## src/hdl/pcsb_pkg.sv

```systemverilog
// shared types, constants and codes of the coincidence sinogram binner
`default_nettype none

package pcsb_pkg;

    localparam int RADIAL_BINS_DEF = 64;
    localparam int ANGLE_BINS_DEF  = 128;
    localparam int MAX_RINGS_DEF   = 8;

    localparam int CFG_IDX_W  = 3;
    localparam int CFG_DATA_W = 7;

    localparam logic [CFG_IDX_W-1:0] CFG_TAN_CRYSTALS     = 3'd0;
    localparam logic [CFG_IDX_W-1:0] CFG_TAN_SUBMODULES   = 3'd1;
    localparam logic [CFG_IDX_W-1:0] CFG_TAN_MODULES      = 3'd2;
    localparam logic [CFG_IDX_W-1:0] CFG_AXIAL_CRYSTALS   = 3'd3;
    localparam logic [CFG_IDX_W-1:0] CFG_AXIAL_SUBMODULES = 3'd4;
    localparam logic [CFG_IDX_W-1:0] CFG_RSECTOR_COUNT    = 3'd5;
    localparam logic [CFG_IDX_W-1:0] CFG_RING_COUNT       = 3'd6;
    localparam logic [CFG_IDX_W-1:0] CFG_MAX_RING_DIFF    = 3'd7;

    localparam logic [2:0] ST_OK        = 3'd0;
    localparam logic [2:0] ST_RING_OOR  = 3'd1;
    localparam logic [2:0] ST_RING_DIFF = 3'd2;
    localparam logic [2:0] ST_BIN_OOR   = 3'd3;
    localparam logic [2:0] ST_SAT       = 3'd4;

    localparam logic OP_ADD  = 1'b0;
    localparam logic OP_READ = 1'b1;

    // divider operand width, covers crystal index sum plus half ring
    localparam int DIV_W  = 24;
    localparam int STEP_W = $clog2(DIV_W + 1);
    localparam int RING_W = 19;
    localparam int XTAL_W = 22;
    localparam int SUM_W  = 23;
    localparam int TOT_W  = 22;
    localparam int SGN_W  = 25;
    localparam int BIN_W  = 10;
    localparam int ID_STEPS = 8;

    localparam logic [15:0] COUNT_MAX = 16'hFFFF;

    typedef struct packed {
        logic       op;
        logic [5:0] rsector_a;
        logic [7:0] module_a;
        logic [7:0] submodule_a;
        logic [7:0] crystal_a;
        logic [5:0] rsector_b;
        logic [7:0] module_b;
        logic [7:0] submodule_b;
        logic [7:0] crystal_b;
        logic [5:0] read_radial;
        logic [6:0] read_angle;
        logic [5:0] read_plane;
    } evt_t;

    typedef struct packed {
        logic [2:0]  status;
        logic [5:0]  radial_bin;
        logic [6:0]  angle_bin;
        logic [5:0]  plane;
        logic [15:0] count;
    } res_t;

    typedef struct packed {
        logic              start;
        logic [STEP_W-1:0] steps;
    } div_req_t;

endpackage

`default_nettype wire

```

## src/hdl/pcsb_div.sv

```systemverilog
// restoring divider, one quotient bit per cycle
`default_nettype none

module pcsb_div
    import pcsb_pkg::*;
(
    input  wire logic             clk,
    input  wire logic             rst_n,
    input  wire div_req_t         req,
    input  wire logic [DIV_W-1:0] dividend,
    input  wire logic [DIV_W-1:0] divisor,
    output logic      [DIV_W-1:0] quo,
    output logic      [DIV_W-1:0] rem,
    output logic                  done
);

    localparam int IDX_W = $clog2(DIV_W);

    logic [STEP_W-1:0] cnt_reg, cnt_next;
    logic              done_reg, done_next;
    logic [DIV_W-1:0]  dvd_reg, dvd_next;
    logic [DIV_W-1:0]  dvs_reg, dvs_next;
    logic [DIV_W-1:0]  quo_reg, quo_next;
    logic [DIV_W-1:0]  rem_reg, rem_next;
    logic [DIV_W:0]    trial;
    logic [STEP_W-1:0] cnt_dec;
    logic              ge;

    always_comb
    begin
        cnt_dec = cnt_reg - 1'b1;
        trial   = {rem_reg, dvd_reg[IDX_W'(cnt_dec)]};
        ge      = trial >= {1'b0, dvs_reg};
        cnt_next  = cnt_reg;
        done_next = 1'b0;
        dvd_next  = dvd_reg;
        dvs_next  = dvs_reg;
        quo_next  = quo_reg;
        rem_next  = rem_reg;
        if (req.start)
        begin
            cnt_next = req.steps;
            dvd_next = dividend;
            dvs_next = divisor;
            quo_next = '0;
            rem_next = '0;
        end
        else if (cnt_reg != '0)
        begin
            cnt_next = cnt_dec;
            quo_next = {quo_reg[DIV_W-2:0], ge};
            rem_next = ge ? DIV_W'(trial - {1'b0, dvs_reg}) : trial[DIV_W-1:0];
            done_next = (cnt_dec == '0);
        end
    end

    always_ff @(posedge clk or negedge rst_n)
    begin
        if (!rst_n)
        begin
            cnt_reg  <= '0;
            done_reg <= 1'b0;
        end
        else
        begin
            cnt_reg  <= cnt_next;
            done_reg <= done_next;
        end
    end

    always_ff @(posedge clk)
    begin
        dvd_reg <= dvd_next;
        dvs_reg <= dvs_next;
        quo_reg <= quo_next;
        rem_reg <= rem_next;
    end

    assign quo  = quo_reg;
    assign rem  = rem_reg;
    assign done = done_reg;

endmodule

`default_nettype wire

```

## config.mk

```make
export PLATFORM = sky130hd
export DESIGN_NAME = pcsb_div
export DESIGN_NICKNAME = d
export VERILOG_FILES = /design/src/hdl/pcsb_pkg.sv /design/src/hdl/pcsb_div.sv
export SDC_FILE = /design/constraint.sdc
export NUM_CORES = 1
export LEC_CHECK = 0
export BUFFER_PORTS_ARGS = -buffer_cell sky130_fd_sc_hd__buf_2
export CAP_MARGIN = 10
export CORE_UTILIZATION = 50
export DETAILED_ROUTE_END_ITERATION = 12
export GPL_TIMING_DRIVEN = 0
export PLACE_DENSITY = 0.77
export SYNTH_ARGS = -nofsm -noshare
export SYNTH_HDL_FRONTEND = slang
export SYNTH_SLANG_ARGS = --single-unit
export TNS_END_PERCENT = 20
```

## constraint.sdc

```tcl
create_clock -name clk -period 4.25 [get_ports clk]
set_input_delay 0.2125 -clock clk [delete_from_list [all_inputs] [get_ports clk]]
set_output_delay 0.2125 -clock clk [all_outputs]
set_load 0.02 [all_outputs]
```

==> results of run 1 <==
[what timing repair did]
item / CTS / global route
hold buffers: 46 / 3
hold endpoints to repair: 51 / 3
setup endpoints to repair: 25 / 9
pin swaps: 5 / 10
cloned: 0 / 0
buffers inserted: 5 / 7
resized for setup: 13 / 12
[per-layer routing]
| layer | up-vias | track usage [%] |
|---|---|---|
| li1 | 2197 | - |
| met1 | 2123 | 30.0 |
| met2 | 134 | 41.2 |
| met3 | 26 | 7.52 |
| met4 | 0 | 9.39 |
| met5 | - | 0 |
[worst reg2reg max path, cell delays in order, from the launching register on]
cell and delay (ps):
dfrtp_1 390, buf_6 120, inv_2 50, ha_4 310, mux4_2 310, mux4_2 520
a21oi_4 180, ha_2 200, nor2b_1 60, o21bai_1 190, nand4_1 210, a311o_2 490
a31oi_4 230, buf_4 140, o21a_4 170, buf_8 150, nor4_1 50, a311o_1 320
[worst max-delay path by stage]
stage / startpoint / to
after global placement: cnt_reg[0]$_DFFE_PN0P_ / rem[22]$_SDFFE_PP0P_
after CTS: cnt_reg[0]$_DFFE_PN0P_ / rem[22]$_SDFFE_PP0P_
final: cnt_reg[0]$_DFFE_PN0P_ / rem[0]$_SDFFE_PP0P_
after detailed placement: cnt_reg[0]$_DFFE_PN0P_ / rem[22]$_SDFFE_PP0P_
after floorplan: cnt_reg[0]$_DFFE_PN0P_ / rem[22]$_SDFFE_PP0P_
after global routing: cnt_reg[0]$_DFFE_PN0P_ / rem[0]$_SDFFE_PP0P_
[power groups by stage]
stage | Combinational [µW] | Clock, µW | Sequential, µW
after floorplan | 1260 | 0 | 1430
after global placement | 1760 | 0 | 1330
after detailed placement | 1800 | 0 | 1340
after CTS | 1910 | 643 | 1320
after global routing | 2280 | 685 | 1340
final | 2110 | 638 | 1330
[through the flow]
stage / area [µm²] / hold WS, ps / setup TNS, ps / power [µW]
floorplan: 5220 / -83.1 / 0 / 2690
global placement: 5900 / 42.9 / -9890 / 3090
detailed placement: 5900 / 47.9 / -11420 / 3150
CTS: 6670 / 2.43 / 0 / 3880
global route: 6840 / 17.1 / -431 / 4300
finish: 6840 / 16.9 / 0 / 4070
[area by class of cell]
class                      instances  area, µm²
inverter                          31        116
timing repair buffer             165       1140
multi-input combinational        351       2530
clock buffer                       9        124
fill                             718       3120
tap                              133        166
clock inverter                     7       81.3
sequential                       102       2550
buffer                            23        133
[kinds of logic after synthesis]
kind of cell | Yosys count
flops | 102
compound gates | 129
buf+inv | 56
fa+ha+maj | 27
xor+xnor | 22
simple gates | 151
mux | 22
[cell usage in the layout (no fill, tap or decap), types with 24 or more instances in the layout]
master,Yosys,layout
a21oi_1,43,42
buf_2,4,107
dfxtp_1,48,48
dlygate4sd3_1,0,49
edfxtp_1,48,48
ha_1,26,24
inv_1,31,30
nand2_1,70,69
nor2_1,32,32
==> qor.yml, run 1 <==
sta:
  slew_headroom_pct: 22.3
  final_max_slew_viol_count: 0
  setup_ws_ps: 45.9
  hold_viol: 0
  fin_crit_sh_pct: 98.9
  grt_setup_unrepaired: "yes"
  timing.final.crit_period_ps: 4200
  finClkSkew_ps: 19.0
  tightest_slew_ps: 1170
  setup-violations-final: 0
  fmax_mhz: 238
detailed_routing:
  ant_nets: 0
  route.met2.wl_mm: 6.42
  top_layer: "met4"
  drt_iter0_markers: 206
  drt-vias-per-instance: 5.46
  post_drt_wl_per_cell_um: 15.9
  dr.pass1.iters: 5
  drcViolationCount: 0
  route.met3.wl_um: 704
  wl_met1_mm: 5.62
  num_vias: 4480
  wirelength_mm: 13.0
power_and_ir_drop:
  clkPwrFrac_pct: 15.7
  seq_power_share_pct: 32.6
  p_switching_uw: 1670
  power.density_nw_per_um2: 595
  ir_drop_mv: 0.329
  p_int_uw: 2400
  power_frac_comb_pct: 51.7
  leakage_uw: 0.00288
  swShare_pct: 41.1
global_routing:
  grt_pass1_wl_mm: 21.4
  track_usage_pct: 24.7
  grt_max_degree: 53
  antenna_found_initial: 0
  grt_pass1_vias: 4529
  grt-ovfl-total: 0
die:
  die_w_um: 104
  fp-row-count: 36
  ios: 105
  dieArea_um2: 10800
  core_um2: 9950
  start_util_pct: 52.4
  die_h_um: 104
logic_synthesis:
  yosysWarnings: 0
  yosysMostFrequentCell: "nand2_1"
  synth_compound_gate_area_share_pct: 16.7
  synth-seq-cells: 102
  syn_area_per_cell_um2: 10.3
  synth-simple-area-share_pct: 13.4
  synth_fa_ha_area_share_pct: 6.62
  ys_types: 62
  synth_area_leaders: "edfxtp_1, dfxtp_1, ha_1, nand2_1, a21oi_1"
  synth_common_cells: "nand2_1, dfxtp_1, edfxtp_1, a21oi_1, nor2_1"
  syn_inst: 509
  netlist_area_um2: 5220
  synth_top_family_by_area: "compound AO/OA/AOI/OAI gates"
  async_reset_ff_share_pct: 5.88
  yosysTopAreaCellShare_pct: 27.6
  synth_xor_area_share_pct: 3.69
  synth_top_area_cell: "edfxtp_1"
  synthMuxAreaShare_pct: 5.90
  synth_flop_cell: "edfxtp_1"
  synth_edf_count: 48
  syn_nets: 592
  ys_seq_area_share_pct: 48.9
clock_network:
  htree_levels: 3
  clock_latency_ps: 400
  clk_path_buf_depth: 2
  clk_pin_slew_ps: 110
  cts.sinks: 102
  numCtsBuffers: 9
  root_buffer: "clkbuf_8"
  cts_tree: "yes"
setup_path:
  reg2reg_slack_ps: 50
  cpMostUsedCell: "mux4_2"
  r2r-end: "rem[0]$_SDFFE_PP0P_"
  startpoint_type: "flop"
  path_class: "flop to flop"
  path_depth: 17
  crit_arrival_ps: 4500
  crit_slowest_cell: "mux4_2"
  cp_top_family: "compound AO/OA/AOI/OAI gates"
  cp_max_fo: 10
  critical_path_required_ps: 4540
  endpoint_kind: "flop"
  max_stage_delay_ps: 520
  path_cells: "buf_6 -> inv_2 -> ha_4 -> mux4_2 -> mux4_2 -> a21oi_4 -> ha_2 -> nor2b_1 -> o21bai_1 -> nand4_1 -> a311o_2 -> a31oi_4 -> buf_4 -> o21a_4 -> buf_8 -> nor4_1 -> a311o_1"
  crit_buf_inv: 4
  r2r_cells: 17
  r2r-start: "cnt_reg[0]$_DFFE_PN0P_"
final_layout:
  final_cells: 821
  diodes: 0
  final_layout_size_suffix_gt1_share_pct: 25.3
  area.growth.synth_to_final_pct: 31.1
  final_util_pct: 68.7
  nets: 766
placement:
  place.port_buffers: 104
  dpl.cell_count: 746
  post-place-ws_ps: -691
  gp_congestion: 0.876
  hpwl_mm: 8.76
min_path:
  hold_depth: 3
  min_from: "req[1]"
  hold_end: "cnt_reg[1]$_DFFE_PN0P_"
  hp-class: "input pin to flop"
flow_run:
  cap_violations: 0
run_status:
  outcome: "finished, final reports clean"
No activity file was read; power rests on OpenSTA's default activity.
==> inputs of run 2 (changes only) <==
--- a/config.mk
+++ b/config.mk
@@ -8,9 +8,10 @@
 export BUFFER_PORTS_ARGS = -buffer_cell sky130_fd_sc_hd__buf_2
 export CAP_MARGIN = 10
 export CORE_UTILIZATION = 50
+export CTS_BUF_LIST = sky130_fd_sc_hd__clkbuf_16
 export DETAILED_ROUTE_END_ITERATION = 12
 export GPL_TIMING_DRIVEN = 0
-export PLACE_DENSITY = 0.77
+export PLACE_DENSITY = 0.76
 export SYNTH_ARGS = -nofsm -noshare
 export SYNTH_HDL_FRONTEND = slang
 export SYNTH_SLANG_ARGS = --single-unit
==> run 2 against run 1 <==
  * Wire length decreased by 6.6%
  * Global-route usage decreased by 1.5 points
  * Critical path depth unchanged
  * Total power increased by 3.5%
  * Via count decreased by 5.1%
  * Setup slack improved by 110 ps
  * Worst hold slack improved by 5.5 ps
  * Clock power increased by 36%
  * Critical path type unchanged
  * Largest power group unchanged
==> qor.yml, run 2 (same netlist as run 1, synthesis figures left out) <==
placement:
  gp_congestion: 0.894  # was 0.876
  place.port_buffers: 104  # unchanged
  hpwl_mm: 8.79  # was 8.76 mm
  place_area_um2: 5900  # unchanged
flow_run:
  cap_violations: 0  # unchanged
sta:
  final_max_slew_viol_count: 0  # unchanged
  setup-violations-final: 0  # unchanged
  finClkSkew_ps: 11.8  # was 19.0 ps
  hold_viol: 0  # unchanged
  fmax_mhz: 244  # was 238 MHz
  timing.final.crit_period_ps: 4090  # was 4200 ps
  tightest_slew_ps: 1200  # was 1170 ps
  slew_headroom_pct: 19.9  # was 22.3%
  fin_crit_sh_pct: 96.3  # was 98.9%
detailed_routing:
  post_drt_wl_per_cell_um: 15.8  # was 15.9 µm
  wirelength_mm: 12.2  # was 13.0 mm
  dr.pass1.iters: 5  # unchanged
  num_vias: 4250  # was 4480
  drt_iter0_markers: 152  # was 206
  drt-vias-per-instance: 5.52  # was 5.46
  ant_nets: 0  # unchanged
  drcViolationCount: 0  # unchanged
die:
  ios: 105  # unchanged
  core_um2: 9950  # unchanged
  start_util_pct: 52.4  # unchanged
  dieArea_um2: 10800  # unchanged
  die_h_um: 104  # unchanged
  die_w_um: 104  # unchanged
  fp-row-count: 36  # unchanged
setup_path:
  startpoint_type: "flop"  # unchanged
  endpoint_kind: "flop"  # unchanged
  r2r_cells: 17  # unchanged
  path_class: "flop to flop"  # unchanged
  critical_path_required_ps: 4520  # was 4540 ps
  reg2reg_slack_ps: 160  # was 50 ps
  crit_arrival_ps: 4370  # was 4500 ps
  cp_max_fo: 8  # was 10
  r2r-start: "cnt_reg[0]$_DFFE_PN0P_"  # unchanged
  r2r-end: "rem[5]$_SDFFE_PP0P_"  # was rem[0]$_SDFFE_PP0P_
run_status:
  outcome: "finished, final reports clean"  # unchanged
final_layout:
  final_common_cell: "buf_2"  # unchanged
  final_layout_size_suffix_gt1_share_pct: 26.8  # was 25.3%
  nets: 715  # was 766
  diodes: 0  # unchanged
  final_cell_mix: "buf_2, nand2_1, edfxtp_1, dfxtp_1, a21oi_1"  # was buf_2, nand2_1, dlygate4sd3_1, edfxtp_1, dfxtp_1
  seq_area_um2: 2550  # unchanged
  num-fill-cells: 823  # was 718
  area.growth.synth_to_final_pct: 22.9  # was 31.1%
  multi_input_area_um2: 2520  # was 2530 µm²
  final_cell_area_um2: 6410  # was 6840 µm²
clock_network:
  htree_levels: 3  # unchanged
  cts_tree: "yes"  # unchanged
  root_buffer: "clkbuf_16"  # was clkbuf_8
  cts.sinks: 102  # unchanged
  clock_latency_ps: 360  # was 400 ps
  clk_pin_slew_ps: 70  # was 110 ps
  numCtsBuffers: 9  # unchanged
  clk_path_buf_depth: 2  # unchanged
global_routing:
  track_usage_pct: 23.2  # was 24.7%
  grt-ovfl-total: 0  # unchanged
  grt_pass1_vias: 4135  # was 4529
  antenna_found_initial: 0  # unchanged
  grt_pass1_wl_mm: 19.8  # was 21.4 mm
  grt_max_degree: 53  # unchanged
power_and_ir_drop:
  ir_drop_mv: 0.412  # was 0.329 mV
  power_uw: 4210  # was 4070 µW
  power.density_nw_per_um2: 657  # was 595 nW/µm²
  leakage_uw: 0.00271  # was 0.00288 µW
min_path:
  hp-class: "input pin to flop"  # unchanged
  min_from: "dividend[9]"  # was req[1]
  hold_end: "dvd_reg[9]$_DFFE_PP_"  # was cnt_reg[1]$_DFFE_PN0P_
  hold_depth: 1  # was 3
-- run 2: power breakdown --
part / internal [µW] / total, µW / switching (µW) / leakage, µW
sequential: 1190 / 1330 / 138 / 0.000934
clock: 472 / 865 / 393 / 0.000155
combinational: 913 / 2020 / 1110 / 0.00162
total: 2570 / 4210 / 1640 / 0.00271
-- run 2: what timing repair did --
action | 4_1_cts | 5_1_grt
pin swaps | 5 | 5
hold buffers | 1 | 0
buffers inserted | 6 | 3
endpoints found under the setup margin | 25 | 23
endpoints found under the hold margin | 6 | 0
resized for setup | 14 | 11
-- run 2: routing by layer --
layer | share of wire (%) | up-vias | global-route usage, %
met5 | 0 | - | 0
met4 | 1.4 | 0 | 6.53
met3 | 5.8 | 15 | 6.77
met2 | 49 | 120 | 39.3
met1 | 44 | 2014 | 28.7
li1 | - | 2101 | -
-- run 2: cell type report --
class	count	area share (%)
well taps	133	2.60
clock buffers	9	3.51
flip-flops and latches	102	39.8
repair buffers	114	9.52
plain buffers	23	2.01
multi-input cells	351	39.3
clock inverters	7	1.44
inverters	31	1.81
-- run 2: metrics by stage --
step	util, %	setup TNS [ps]	setup WS, ps	cells	hold slack [ps]
after floorplan	-	0	9.56	509	-83.1
after global placement	59.3	-9930	-642	746	41.1
after detailed placement	59.3	-12520	-769	746	44.3
after CTS	63.8	0	16.2	768	15.8
after global routing	64.4	-6.67	-6.67	770	9.66
final	64.4	0	158	770	22.4
-- run 2: critical path, cell delays in order (launching register included) --
cell      delay [ps]
dfrtp_1          360
buf_6            170
inv_2             70
ha_4             330
mux4_2           330
mux4_2           510
a21oi_4          180
ha_2             210
nor2b_1           60
o21bai_1         200
nand4_1          190
a311o_2          410
a31oi_4          200
o21ai_1          100
buf_6            170
buf_4            160
mux2i_1          130
a211oi_1         230
-- run 2: worst max path at each step --
stage | startpoint | to | slack (ps)
global route | cnt_reg[0]$_DFFE_PN0P_ | rem[22]$_SDFFE_PP0P_ | -7
CTS | cnt_reg[0]$_DFFE_PN0P_ | rem[22]$_SDFFE_PP0P_ | 20
global placement | cnt_reg[0]$_DFFE_PN0P_ | rem[22]$_SDFFE_PP0P_ | -640
floorplan | cnt_reg[0]$_DFFE_PN0P_ | rem[22]$_SDFFE_PP0P_ | 10
finish | cnt_reg[0]$_DFFE_PN0P_ | rem[5]$_SDFFE_PP0P_ | 160
detailed placement | cnt_reg[0]$_DFFE_PN0P_ | rem[22]$_SDFFE_PP0P_ | -770
